## src/hdl/scp_pkg.sv

```systemverilog
`timescale 1ns / 1ps
// ----------------------------------------------------------------------------
// Super I/O configuration port package
// Shared types, key codes and register offsets of the configuration port.
// ----------------------------------------------------------------------------
package scp_pkg;

	localparam int unsigned UNIT_SPAN = 256;

	localparam logic OP_READ  = 1'b0;
	localparam logic OP_WRITE = 1'b1;

	localparam logic PORT_INDEX = 1'b0;
	localparam logic PORT_DATA  = 1'b1;

	localparam logic [7:0] KEY_ENTER     = 8'h55;
	localparam logic [7:0] KEY_EXIT      = 8'hAA;
	localparam logic [7:0] REG_UNIT_NUM  = 8'h07;
	localparam logic [7:0] REG_BASE_LO   = 8'h26;
	localparam logic [7:0] REG_BASE_HI   = 8'h27;
	localparam logic [7:0] UREG_ACTIVATE = 8'h30;
	localparam logic [7:0] UREG_BASE_HI  = 8'h60;
	localparam logic [7:0] UREG_BASE_LO  = 8'h61;
	localparam logic [7:0] UREG_IRQ      = 8'h70;
	localparam logic [3:0] IRQ_MASK      = 4'hF;

	localparam logic [7:0] PORT_BASE_STD = 8'h2E;
	localparam logic [7:0] PORT_BASE_ALT = 8'h4E;

	localparam logic [7:0] FIRST_SERIAL_UNIT = 8'h04;

	typedef enum logic [1:0] {
		ST_CLEAR,
		ST_IDLE,
		ST_RESP
	} ctrl_state_t;

	typedef struct packed {
		logic accept;
		logic clear_en;
		logic load_out;
	} ctrl_cmd_t;

	typedef struct packed {
		logic clear_last;
	} dp_status_t;

endpackage

```

## src/hdl/scp_ctrl.sv

```systemverilog
`timescale 1ns / 1ps
// ----------------------------------------------------------------------------
// Configuration port controller
// Sequences the clearing pass, request acceptance and response hand-off.
// ----------------------------------------------------------------------------
module scp_ctrl (
	input  logic                  clk,
	input  logic                  arst_n,
	input  logic                  req_valid,
	output logic                  req_ready,
	output logic                  rsp_valid,
	input  logic                  rsp_ready,
	input  scp_pkg::dp_status_t   status,
	output scp_pkg::ctrl_cmd_t    cmd
);

	scp_pkg::ctrl_state_t state_q;
	scp_pkg::ctrl_state_t state_n;
	logic                 out_valid_q;
	logic                 slot_free;

	assign slot_free = !out_valid_q || rsp_ready;

	always_comb begin
		state_n = state_q;
		case (state_q)
			scp_pkg::ST_CLEAR: begin
				if (status.clear_last) begin
					state_n = scp_pkg::ST_IDLE;
				end
			end
			scp_pkg::ST_IDLE: begin
				if (req_valid) begin
					state_n = scp_pkg::ST_RESP;
				end
			end
			scp_pkg::ST_RESP: begin
				if (slot_free) begin
					state_n = scp_pkg::ST_IDLE;
				end
			end
			default: begin
				state_n = scp_pkg::ST_CLEAR;
			end
		endcase
	end

	always_comb begin
		req_ready    = 1'b0;
		cmd.accept   = 1'b0;
		cmd.clear_en = 1'b0;
		cmd.load_out = 1'b0;
		case (state_q)
			scp_pkg::ST_CLEAR: begin
				cmd.clear_en = 1'b1;
			end
			scp_pkg::ST_IDLE: begin
				req_ready  = 1'b1;
				cmd.accept = req_valid;
			end
			scp_pkg::ST_RESP: begin
				cmd.load_out = slot_free;
			end
			default: begin
				req_ready = 1'b0;
			end
		endcase
	end

	always_ff @(posedge clk or negedge arst_n) begin
		if (!arst_n) begin
			state_q     <= scp_pkg::ST_CLEAR;
			out_valid_q <= 1'b0;
		end else begin
			state_q <= state_n;
			if (cmd.load_out) begin
				out_valid_q <= 1'b1;
			end else if (rsp_ready) begin
				out_valid_q <= 1'b0;
			end
		end
	end

	assign rsp_valid = out_valid_q;

	a_accept_to_resp: assert property (@(posedge clk) disable iff (!arst_n)
		cmd.accept |=> state_q == scp_pkg::ST_RESP)
		else $error("accepted request did not move to response");

	a_no_request_in_clear: assert property (@(posedge clk) disable iff (!arst_n)
		state_q == scp_pkg::ST_CLEAR |-> !req_ready && !cmd.load_out)
		else $error("request path active during clearing pass");

	a_pending_rsp_held: assert property (@(posedge clk) disable iff (!arst_n)
		out_valid_q && !rsp_ready |=> out_valid_q)
		else $error("pending response dropped");

endmodule

```

## config.mk

```make
export PLATFORM = sky130hd
export DESIGN_NAME = scp_ctrl
export DESIGN_NICKNAME = d
export VERILOG_FILES = /design/src/hdl/scp_pkg.sv /design/src/hdl/scp_ctrl.sv
export SDC_FILE = /design/constraint.sdc
export NUM_CORES = 1
export LEC_CHECK = 0
export BUFFER_PORTS_ARGS = -buffer_cell sky130_fd_sc_hd__clkbuf_2
export CAP_MARGIN = 20
export CORE_AREA = 2 2 39 41
export CTS_CLUSTER_SIZE = 16
export DETAILED_ROUTE_END_ITERATION = 12
export DIE_AREA = 0 0 41 43
export SLEW_MARGIN = 20
export SYNTH_ARGS = -nofsm -noshare
export SYNTH_HDL_FRONTEND = slang
export SYNTH_SLANG_ARGS = --single-unit
```

## constraint.sdc

```tcl
create_clock -name clk -period 1.4 [get_ports clk]
set_input_delay 0.21 -clock clk [delete_from_list [all_inputs] [get_ports clk]]
set_output_delay 0.21 -clock clk [all_outputs]
set_load 0.005 [all_outputs]
```

==> key figures <==
Yosys
  • Cell Area, Synth: ~150 µm²
  • Sequential share of the synthesized area: 49.18%
  • Synth Instances: 16
  • Avg Cell Area, Syn: ~9.5 µm²
  • Cell variety after synth: 11
  • Yosys warns: 0
  • Mapped Nets: 21
  • Synthesized flop and latch total: 3

Global route
  • Global-route met2 utilization: approximately 5.9%
  • GR peak layer: met4
  • M3 GR Usage: 3.141%
  • Grt met1 use: 4.870%
  • All-layer global routing usage: between 5 and 6%
  • Initial antenna violation count: 0
  • Largest net degree at the start of global routing: 8
  • Vias in the first global route: 150
  • Global-route wire length before repair: ~520 µm
  • Total grt overflow: 0

Critical path
  • Arr. time, crit path: ~1100 ps
  • Worst r2r path cells: 2
  • R2R Setup Slk: roughly 460 ps
  • CP endpoint kind: output port
  • Critical path class: reg2out
  • Critical Path RT: ~1200 ps
  • Worst path max stage delay: ~400 ps
  • Critical Path Start Type: flip-flop
  • Top fanout value on the critical path: 5
  • CP Cell Sequence: nand2b_1 > a21oi_1 > clkbuf_2
  • CP max-delay cell: dfrtp_1

Worst hold path
  • Hold Path Class: in2reg
  • Worst Hold Depth: 2

Placement
  • Placer congestion estimate: between 0.5 and 0.6
  • IO Port Bufs: 9
  • HPWL after DPL: 287.7 µm
  • Dpl cell area: between 200 and 250 µm²

Route
  • DR WL/cell: just under 8 µm
  • Starting DRT DRC Count: 2
  • Total wire length: approximately 350 µm
  • Via/cell ratio: 3.500
  • Routed Antenna Nets: 0
  • Via count: approximately 160
  • Final routed DRC violation total: 0
  • DRT Pass-1 Iters: 2

STA
  • Setup Skew: about 1.4 ps
  • Final Setup Violations: 0
  • Period utilization: 91.74%
  • Final TNS setup: 0 ps
  • RSZ-0062 raised after global routing: false
  • Crit path time final: between 1000 and 1500 ps
  • Final slew viol count: 0
  • F_max: between 700 and 800 MHz
  • Slew at the pin closest to its max-slew limit: between 200 and 250 ps
  • Final hold violations: 0
  • Slew HR: between 80% and 90%

Clock network
  • CTS tree: built
  • Num CTS Buffers: 3
  • Post-CTS setup buffers: 0
  • Max Root-Sink Buffers: 2
  • Clk Tree Root Cell: clkbuf_4
  • Clock Latency Late Sink: 230 ps
  • CTS Sinks: 3
  • CTS clock-pin slew for the worst setup and hold paths: roughly 30 ps
  • Htree depth: 1

Floorplanning
  • Core area: approximately 1400 µm²
  • Die area: 1763 µm²
  • IO Pins: 10
  • Die span in y: ~43 µm
  • Starting density of the core: around 11%
  • Number of core rows: 14
  • Die width: 41 µm

Layout
  • Post-route design area: about 250 µm²
  • Most common cell after layout, fill and taps aside: clkbuf_2
  • Fin nets: 36
  • Register Area: around 75 µm²
  • Layout cell share with drive strength beyond 1: between 40% and 50%
  • Multi-input logic area: roughly 66 µm²
  • FILL cells: 158
  • Commonest non-fill, non-tap cells in the layout: clkbuf_2 (9), inv_1 (3), clkbuf_4 (3), dfrtp_1 (3), nor2_1 (2)
  • Area growth, synth to finish: 66.39%
  • Ant diodes: 0

Power
  • Clock power frac: 29.7%
  • Pwr per Cell Area: 1918 nW/µm²
  • PnR Total Power: 0.4871 mW
  • Int Power: around 0.33 mW
  • Sequential power share: 34.6%
  • Pleak: roughly 0.14 nW
  • NetSw: between 0.15 and 0.2 mW
  • Switching share of power: between 30% and 40%
  • Max VDD drop: 0.2750 mV
  • Combinational power share: 35.8%

Run status
  • Status: finished clean

Job
  • Max-cap violations: 0
-- power groups by stage --
stage	clock, mW	sequential [mW]	combinational [mW]
after floorplan	0	0.162	0.0951
after global placement	0	0.168	0.174
after detailed placement	0	0.169	0.176
after CTS	0.154	0.169	0.179
after global routing	0.156	0.180	0.200
final	0.144	0.168	0.174
-- repair_timing --
action | in CTS | in global routing
hold endpoints to repair | 3 | 0
hold buffers | 1 | 0
gates resized for setup | 0 | 0
-- worst max-delay path, delay by kind of cell (launching register included) --
kind / cells / cell delay [ps]
buffers and inverters: 1 / 140
and+or+nand+nor: 1 / 170
AOI/OAI and AO/OA: 1 / 130
DFF: 1 / 400
-- path summary, 6_finish.rpt --
path,start,endpoint
worst min register to register,rsp_valid,rsp_valid
min in group asynchronous,arst_n,state_q[1]
worst max-delay path,state_q[0],cmd[0]
max in group asynchronous,arst_n,rsp_valid
worst min-delay path,req_valid,state_q[0]
worst max register to register,state_q[1],state_q[1]
-- per-layer routing --
layer / vias to the layer above / routed length, µm
met1: 70 / 145
met4: 0 / 0
met2: 7 / 166
met3: 0 / 42
met5: - / 0
li1: 84 / -
-- cell usage after synthesis (all sizes together) --
cell type | number | share of area, %
dfrtp | 3 | 49
inv | 3 | 7.4
and3b | 2 | 12
nor2 | 2 | 4.9
a21o | 1 | 4.9
a21oi | 1 | 3.3
nand2b | 1 | 4.1
o21ai | 1 | 3.3
o21bai | 1 | 4.9
o32ai | 1 | 5.7
-- state kept, by name, indices dropped and copies added (netlist names) --
name and flops:
rsp_valid 1, state_q 2
-- cells by family (layout without fill, tap and decap cells) --
family	Yosys count	in the layout	share of synthesized area [%]
DFF	3	3	49.18
and+or+nand+nor	5	5	21.32
AOI/OAI and AO/OA	5	5	22.13
buffers and inverters	3	17	7.377
-- cell type report --
type	instances	share of cell area [%]
inverter	3	4.433
sequential	3	29.56
multi-input combinational	10	26.11
tap	16	7.882
clock buffer	4	10.34
timing repair buffer	10	21.67
-- metrics by stage --
stage / hold slack [ps] / utilization [%] / cells / worst slack [ps]
after floorplan: -85.59 / - / 16 / 495.3
after global placement: 8.501 / 15.73 / 41 / 396.2
after detailed placement: 14.35 / 15.73 / 41 / 363.8
after CTS: 179.2 / 18.35 / 46 / 101.8
after global routing: 200.1 / 18.35 / 46 / 34.29
final: 184.4 / 18.35 / 46 / 115.7
No activity file was read; power rests on OpenSTA's default activity.
